$ cat src/rtl/core/gchd_pkg.sv
// ----------------------------------------------------------------------------
// gchd_pkg
// Shared types and constants for the object header decoder.
// ----------------------------------------------------------------------------
`timescale 1ns / 1ps
`default_nettype none

package gchd_pkg;

  localparam int unsigned WORD_W  = 64;
  localparam int unsigned KIND_W  = 2;
  localparam int unsigned OFF_W   = 9;
  localparam int unsigned CNT_W   = 6;
  localparam int unsigned CNT_LSB = 3;

  // Header kinds as reported on the result channel
  typedef enum logic [KIND_W-1:0] {
    KIND_FMT    = 2'd0,
    KIND_FWD    = 2'd1,
    KIND_RAW    = 2'd2,
    KIND_LAYOUT = 2'd3
  } kind_t;

  // Sequencer states
  typedef enum logic {
    ST_IDLE = 1'b0,
    ST_WALK = 1'b1
  } state_t;

  // Classified header, before any layout walk
  typedef struct packed {
    kind_t              kind;
    logic [WORD_W-1:0]  value;
    logic               walk;   // layout with at least one pointer slot
  } hdr_dec_t;

  // Status of the layout walker for the current slot
  typedef struct packed {
    logic              cur_bit;  // slot under the walker holds a pointer
    logic              more;     // further pointer slots remain
    logic [OFF_W-1:0]  aligned;  // offset of this slot when it is a pointer
  } walk_stat_t;

endpackage

`default_nettype wire

$ cat src/rtl/core/gchd_classify.sv
// ----------------------------------------------------------------------------
// gchd_classify
// Tag decode of one header word, slot count clamp and layout slot mask.
// ----------------------------------------------------------------------------
`timescale 1ns / 1ps
`default_nettype none

module gchd_classify
  import gchd_pkg::*;
#(
  parameter int unsigned LAYOUT_BITS = 55
) (
  input  wire logic [WORD_W-1:0]      header_word,
  output      hdr_dec_t               dec,
  output      logic [LAYOUT_BITS-1:0] slots
);

  logic [CNT_W-1:0]       cnt_raw;
  logic [CNT_W-1:0]       cnt;
  logic [LAYOUT_BITS-1:0] keep;

  // Slot count from bits 3..8, clamped to the layout capacity
  assign cnt_raw = header_word[CNT_LSB +: CNT_W];
  assign cnt     = (cnt_raw > CNT_W'(LAYOUT_BITS)) ? CNT_W'(LAYOUT_BITS) : cnt_raw;

  // Keep only the top cnt slot bits, walked from bit 63 down
  assign keep  = ~({LAYOUT_BITS{1'b1}} >> cnt);
  assign slots = header_word[WORD_W-1 -: LAYOUT_BITS] & keep;

  // Tag decode; bit 0 clear gives format string, whatever bits 1 and 2 hold
  always_comb begin
    dec.walk = 1'b0;
    if (!header_word[0]) begin
      dec.kind  = KIND_FMT;
      dec.value = header_word;
    end else if (!header_word[1]) begin
      dec.kind  = KIND_FWD;
      dec.value = {header_word[WORD_W-1:1], 1'b0};
    end else if (!header_word[2]) begin
      dec.kind  = KIND_RAW;
      dec.value = header_word >> 3;
    end else begin
      dec.kind  = KIND_LAYOUT;
      dec.value = {{(WORD_W-CNT_W-3){1'b0}}, cnt, 3'b000};
      dec.walk  = |slots;
    end
  end

endmodule

`default_nettype wire

$ cat src/rtl/core/gchd_walk.sv
// ----------------------------------------------------------------------------
// gchd_walk
// Layout walker: slot shift register and running byte offset unit.
// ----------------------------------------------------------------------------
`timescale 1ns / 1ps
`default_nettype none

module gchd_walk
  import gchd_pkg::*;
#(
  parameter int unsigned LAYOUT_BITS = 55
) (
  input  wire logic                   clk,
  input  wire logic                   load,
  input  wire logic [LAYOUT_BITS-1:0] slots_in,
  input  wire logic                   step,
  output      walk_stat_t             stat
);

  logic [LAYOUT_BITS-1:0] slots;
  logic [LAYOUT_BITS-1:0] rest;
  logic [OFF_W-1:0]       offset;
  logic [OFF_W-1:0]       offset_next;

  assign rest         = slots << 1;
  assign stat.cur_bit = slots[LAYOUT_BITS-1];
  assign stat.more    = |rest;

  // Offset is always a multiple of 4; a pointer aligns it up to 8
  assign stat.aligned = offset[2] ? offset + OFF_W'(4) : offset;
  assign offset_next  = stat.cur_bit ? stat.aligned + OFF_W'(8) : offset + OFF_W'(4);

  // Walk state: payload only, reloaded on every accepted header word
  always_ff @(posedge clk) begin
    if (load) begin
      slots  <= slots_in;
      offset <= '0;
    end else if (step) begin
      slots  <= rest;
      offset <= offset_next;
    end
  end

endmodule

`default_nettype wire

$ cat src/rtl/core/gc_header_decode_offsets.sv
// ----------------------------------------------------------------------------
// gc_header_decode_offsets
// Object header decoder with struct layout pointer offset walk.
// ----------------------------------------------------------------------------
// Input channel: header_word with header_valid / header_stall. Output
// channel: header_kind, header_value, has_offset, pointer_offset, last with
// result_valid / result_stall. A word moves when valid is high and stall low.
// Format string, forwarding and raw headers, and layouts without pointer
// slots, give one result word, registered in the cycle after acceptance.
// A layout header is walked one slot per cycle while the result side does
// not stall, from bit 63 down by a single offset unit; the walk stops at
// the last pointer slot. One result word is given per pointer slot, the
// final one marked with last. A new header is taken only once the walk is
// over. A stall on the result side holds the output register and freezes
// the walk. Reset (rst, synchronous) empties the output register and
// returns the sequencer to idle; the input is stalled while rst is high.
// No clearing pass is needed.
// ----------------------------------------------------------------------------
`timescale 1ns / 1ps
`default_nettype none

module gc_header_decode_offsets
  import gchd_pkg::*;
#(
  parameter int unsigned LAYOUT_BITS = 55
) (
  input  wire logic               clk,
  input  wire logic               rst,
  input  wire logic [WORD_W-1:0]  header_word,
  input  wire logic               header_valid,
  output      logic               header_stall,
  output      logic [KIND_W-1:0]  header_kind,
  output      logic [WORD_W-1:0]  header_value,
  output      logic               has_offset,
  output      logic [OFF_W-1:0]   pointer_offset,
  output      logic               last,
  output      logic               result_valid,
  input  wire logic               result_stall
);

  state_t                 state;
  state_t                 state_next;
  hdr_dec_t               dec;
  logic [LAYOUT_BITS-1:0] slots;
  walk_stat_t             stat;
  logic [WORD_W-1:0]      size;
  logic                   out_free;
  logic                   in_acc;
  logic                   walk_step;
  logic                   emit_direct;
  logic                   emit_ptr;

  gchd_classify #(.LAYOUT_BITS(LAYOUT_BITS)) u_classify (
    .header_word (header_word),
    .dec         (dec),
    .slots       (slots)
  );

  gchd_walk #(.LAYOUT_BITS(LAYOUT_BITS)) u_walk (
    .clk      (clk),
    .load     (in_acc),
    .slots_in (slots),
    .step     (walk_step),
    .stat     (stat)
  );

  assign out_free = !result_valid || !result_stall;
  assign in_acc   = header_valid && !header_stall;

  // Next state
  always_comb begin
    state_next = state;
    case (state)
      ST_IDLE: begin
        if (in_acc && dec.walk) state_next = ST_WALK;
      end
      ST_WALK: begin
        if (out_free && stat.cur_bit && !stat.more) state_next = ST_IDLE;
      end
      default: state_next = ST_IDLE;
    endcase
  end

  // Sequencer outputs
  always_comb begin
    header_stall = 1'b1;
    walk_step    = 1'b0;
    case (state)
      ST_IDLE: header_stall = rst || !out_free;
      ST_WALK: walk_step    = out_free;
      default: header_stall = 1'b1;
    endcase
  end

  assign emit_direct = in_acc && !dec.walk;
  assign emit_ptr    = walk_step && stat.cur_bit;

  // Control registers
  always_ff @(posedge clk) begin
    if (rst) begin
      state        <= ST_IDLE;
      result_valid <= 1'b0;
    end else begin
      state <= state_next;
      if (emit_direct || emit_ptr) begin
        result_valid <= 1'b1;
      end else if (!result_stall) begin
        result_valid <= 1'b0;
      end
    end
  end

  // Layout size held for the walk; result word register
  always_ff @(posedge clk) begin
    if (in_acc) begin
      size <= dec.value;
    end
    if (emit_direct) begin
      header_kind    <= dec.kind;
      header_value   <= dec.value;
      has_offset     <= 1'b0;
      pointer_offset <= '0;
      last           <= 1'b1;
    end else if (emit_ptr) begin
      header_kind    <= KIND_LAYOUT;
      header_value   <= size;
      has_offset     <= 1'b1;
      pointer_offset <= stat.aligned;
      last           <= !stat.more;
    end
  end

endmodule

`default_nettype wire
$ cat config.mk
export PLATFORM = sky130hd
export DESIGN_NAME = gc_header_decode_offsets
export DESIGN_NICKNAME = d
export VERILOG_FILES = /design/src/rtl/core/gchd_pkg.sv /design/src/rtl/core/gchd_classify.sv /design/src/rtl/core/gchd_walk.sv /design/src/rtl/core/gc_header_decode_offsets.sv
export SDC_FILE = /design/constraint.sdc
export NUM_CORES = 1
export LEC_CHECK = 0
export BUFFER_PORTS_ARGS = -buffer_cell sky130_fd_sc_hd__buf_2
export CAP_MARGIN = 20
export CORE_MARGIN = 2
export CORE_UTILIZATION = 35
export CTS_CLUSTER_DIAMETER = 60
export DETAILED_ROUTE_END_ITERATION = 16
export PLACE_DENSITY = 0.5
export SLEW_MARGIN = 20
export SYNTH_ARGS = -nofsm -noshare
export SYNTH_HDL_FRONTEND = slang
export SYNTH_HIERARCHICAL = 1
export SYNTH_SLANG_ARGS = --single-unit
$ cat constraint.sdc
create_clock -name clk -period 7 [get_ports clk]
set_clock_uncertainty 0.2 [all_clocks]
set_input_delay 1.4 -clock clk [delete_from_list [all_inputs] [get_ports clk]]
set_output_delay 1.4 -clock clk [all_outputs]
set_load 0.1 [all_outputs]
# Word-level counts from Yosys, hierarchy flattened
# Index checks and enable logic that the tools add are counted.
# totals
register_bits,207
in_bits,68
out_inout_bits,79
# op_classes
n_addsub,2
magnitude_cmp,1
n_eq_ne,1
shift,1
muxes,22
n_bitwise,3
n_reduce_logical,19
# op_table
operator,n
66-bit two-way mux,2
64-bit two-way mux,2
55-bit two-way mux,2
65-bit two-way mux,1
55-bit AND,1
55-bit NOT,1
55-bit OR reduction,1
"55-bit by 6-bit >> shifter with 55-bit output, first input constant",1
54-bit OR reduction,1
9-bit two-way mux,2
"9-bit by 3-bit adder with 9-bit output, second input constant",1
"9-bit by 4-bit adder with 9-bit output, second input constant",1
1-bit two-way mux,9
"6-bit > comparator, second input constant",1
1-bit logical AND,6
1-bit zero test,6
6-bit two-way mux,1
2-bit two-way mux,2
2-bit nonzero test,2
1-bit logical OR,3
"2-bit by 1-bit != test with 1-bit output, second input constant",1
1-bit one-hot mux with 2 select lines,1
1-bit NOT,1

# Logic depth before layout (Yosys ltp)
# depth
depth_word,13
ltp_mapped,13
depth_no_buf,9

# Hierarchy
# Netlist, hierarchy kept.
# modules_own_cells
module,instances,cells_each,area_each_um2,seq_area_each_um2
gc_header_decode_offsets,1,266,5357.6,4164.0
gchd_walk,1,221,3055.4,1791.7
gchd_classify,1,394,2143.3,0.0

# Worst setup path before layout
# Ideal clock, no wire load.
# synth_path
kind,input to register
startpoint,input result_stall
endpoint,register u_walk.slots[0] (enable)
arrival_ns,6.409
required_time_ns,6.411
slack_ns,0.002
stages,5
path_buffers,2
path_cell_list,a211o_1 nor2_1 clkbuf_1 clkbuf_1 or2_2
# synth_between
elab_chain_len,8
# synth_rtl
element,line,rtl
"start, declared",gc_header_decode_offsets.sv:38,input wire logic result_stall
1-bit zero test,--,
1-bit logical OR,gc_header_decode_offsets.sv:67,assign out_free = !result_valid || !result_stall;
1-bit zero test,gc_header_decode_offsets.sv:89,ST_IDLE: header_stall = rst || !out_free;
1-bit logical OR,gc_header_decode_offsets.sv:89,
1-bit two-way mux,gc_header_decode_offsets.sv:88,case (state)
1-bit zero test,gc_header_decode_offsets.sv:68,assign in_acc = header_valid && !header_stall;
1-bit logical AND,gc_header_decode_offsets.sv:68,
via in_acc,gc_header_decode_offsets.sv:48,logic in_acc;
2-bit nonzero test (no line),--,
"end signal, assigned",gchd_walk.sv:36,slots <= slots_in;
"end signal, assigned",gchd_walk.sv:39,slots <= rest;
"end, declared",gchd_walk.sv:20,logic [LAYOUT_BITS-1:0] slots;
# The timed path passes the listed nets, and every way through them passes these cells.
# A chain may end at the register's enable or synchronous reset.

==> metrics <==
outcome=finished, final reports clean; Tmin final=between 4 and 5 ns; drt pass-1 iters=5; PwrDens=270 nW/um2; Initial Util=35.6%; DR vias/cell=5.28; top post-synthesis cells by area=edfxtp_1 (53%), mux2_2 (8.7%), mux2_4 (5.4%); TritonCTS clock tree=yes; Final setup viols=0; hold_ws=around 0.26 ns; RSZ-0062 raised after global routing=no; Post-synth EDFFs=185; initial antenna violation count=0; leakage=4.71 nW; synth warn=6; period utilization=71.3%; Critical Path Source Type=input pin; Final Max Slew Viols=0; Worst path top cell family by delay=simple AND/OR/NAND/NOR gates; layout cells sized above 1=32.4%; clock root buffer master=clkbuf_16; Filler cells=2,877; CP max-delay cell=nand2_2; Post-CTS Setup Inserts=0; critical path class=input pin to flop; first-pass GRT wire length=44,400 um; Detail Route Antenna Nets=0; setup TNS=0 ns; Worst Reg-to-Reg Cells=5; #FFs+latches synth=205; die width=178 um; post-synthesis async set-or-reset flop share=0%; Top Ports=147; # port buffers=~150; post-cts sizing count=0; DR iter-0 viols=927; Wirelength per Cell=21.5 um; final wirelength=roughly 30,000 um; Syn Inst Count=881; FF-to-FF End=header_value[33]$_DFFE_PP_; fmax=0.200 GHz; CP startpoint=header_word[7]; vias=7,386; Crit. path cell count=11; Layout area overhead=16.6%; Tot GR Track Use=between 10% and 20%; clock buffer depth=3; die area=31,600 um2; CTS Hold Bufs=0; # H-tree levels=1; RR Startpoint=state$_SDFF_PP0_; r2r setup slk=4.20 ns; Critical Path RT=6.99 ns; Distinct cells, synth=74; final hold viol count=0; share of the synthesized area in the top cell type=between 50% and 60%; vias in the first global route=7,165; Max Cap Violations=0; cts bufs inserted=24; Hold Path Class=flop to flop; placed insts=about 1,400; nets@finish=about 1,100; area leader, netlist=edfxtp_1; CP Capture Point=header_value[33]$_DFFE_PP_; clock sink total=205; sequential area share after synthesis=56.4%; Reg clk slew, reported paths=around 0.06 ns; WP buf/inv=2; worst-margin pin slew=0.796 ns; Antenna Cells=0; Peak VDD IR=0.000151 V; Remaining DRCs=0; Pwr Total=0.00332 W; DP HPWL=21,000 um; Mapped Area=10,600 um2; crit-path max cell delay=0.54 ns; row cnt=63; Post-Layout Cell Count=1,398; Die H=178 um; crit-path cells=buf_2, or3_4, or2_1, a21oi_2, o22ai_1, or4_1, o311a_1, nand2b_1, or2_4, nand2_2, buf_12; Arrival @ worst endpoint=4.99 ns; Post-synth top flop=edfxtp_1; Max Fanout on Critical Path=38; GPL Wtd Cong=between 0.9 and 1; Crit. End Element=flop; Mean Syn Cell Area=12.0 um2; total gr overflow=0; Worst-Skew Late Latency=0.52 ns; core area=29,600 um2; Worst slew margin=between 40% and 50%; largest net degree at the start of global routing=between 100 and 150
-- worst min path at each step --
stage                                    from                              to  slack [ns]  depth (start not counted)
2_1_floorplan                state$_SDFF_PP0_                state$_SDFF_PP0_        0.30                          2
3_3_place_gp          has_offset$_SDFFE_PN0P_         has_offset$_SDFFE_PN0P_        0.26                          2
3_5_place_dp          has_offset$_SDFFE_PN0P_         has_offset$_SDFFE_PN0P_        0.26                          2
4_1_cts        pointer_offset[0]$_SDFFE_PN0P_  pointer_offset[0]$_SDFFE_PN0P_        0.27                          2
5_1_grt        pointer_offset[2]$_SDFFE_PN0P_  pointer_offset[2]$_SDFFE_PN0P_        0.30                          2
6_report              has_offset$_SDFFE_PN0P_         has_offset$_SDFFE_PN0P_        0.26                          2
-- registers in the layout, indices dropped and copies added, names as in the netlist, 2 cells and up --
register,cells
pointer_offset,9
u_walk/slots,55
header_value,64
u_walk/offset,7
size,64
header_kind,2
-- routing by layer --
metal,wire (um),vias up,global-route usage [%]
li1,-,3506,-
met4,958,0,6.76
met2,13600,257,29.7
met1,13600,3565,25.8
met3,1910,58,2.83
met5,0,-,0
-- power breakdown --
part | internal, W | switching [W] | total (W)
logic | 0.000154 | 0.000405 | 0.000559
registers | 0.00143 | 0.0000305 | 0.00146
clock network | 0.000796 | 0.000500 | 0.00130
-- tightest hold or removal path, cell delays in order (launching register included) --
cell,delay [ns]
dfxtp_1,0.32
a21oi_1,0.04
nor2_1,0.07
-- area by class of cell --
| class | count | area (um2) | area share, % |
|---|---|---|---|
| Clock inverter | 13 | 181 | 1.47 |
| Multi-Input combinational cell | 600 | 4190 | 34.1 |
| Sequential cell | 205 | 5960 | 48.4 |
| Tap cell | 390 | 488 | 3.96 |
| Timing Repair Buffer | 153 | 821 | 6.67 |
| Inverter | 10 | 37.5 | 0.305 |
| Clock buffer | 27 | 633 | 5.14 |
-- placed cells by master, fill, tap and decap left out, types with 5 or more instances in the layout --
cell type	Yosys	layout
o21a_1	16	16
nor3_1	5	5
a21boi_0	5	5
a31oi_1	5	5
o211a_1	5	5
nand4_1	8	8
edfxtp_1	185	185
nand3_1	17	17
buf_2	10	146
nand2_1	131	129
xnor2_1	5	5
and2_1	11	11
mux2_4	38	38
inv_1	10	10
dfxtp_1	20	20
nor2b_1	10	10
or2_1	6	5
or3_1	7	7
nor2_1	31	30
nor4_1	16	16
o211ai_1	5	5
clkbuf_16	0	25
a21oi_1	34	34
o21ai_0	73	73
mux2_2	82	82
and3_1	13	13
-- cell usage after synthesis, types with 5 or more instances --
cell type	n
mux2_4	38
and3_1	13
and2_1	11
buf_6	10
o21a_1	16
clkbuf_1	34
or3_1	7
buf_4	7
dfxtp_1	20
edfxtp_1	185
nor2b_1	10
a21boi_0	5
a31oi_1	5
nand4_1	8
nand2_1	131
mux2_2	82
inv_1	10
o21ai_0	73
nor3_1	5
nand3_1	17
o211ai_1	5
o211a_1	5
nor4_1	16
buf_2	10
a21oi_1	34
or2_1	6
xnor2_1	5
nor2_1	31
-- logic make-up after synthesis --
group                    count (synthesis)  share of synthesized area, %
AND/OR/NAND/NOR                        278                          12.9
flip-flops                             205                          56.4
AO/OA/AOI/OAI                          187                          11.4
multiplexers                           120                          14.2
buffers and inverters                   78                          4.08
XOR/XNOR                                 9                         0.747
adder cells (fa/ha/maj)                  3                         0.332
other                                    1                        0.0355
-- metrics by stage --
stage / instance area (um2) / util (%) / setup slack, ns
after global placement: 11500 / 38.8 / 1.53
after detailed placement: 11500 / 38.8 / 1.49
after CTS: 12300 / 41.5 / 2.03
final: 12300 / 41.5 / 2.01
after global routing: 12300 / 41.5 / 1.81
after floorplan: 10600 / - / 0.00237
Power figures use the tool's default switching activity.
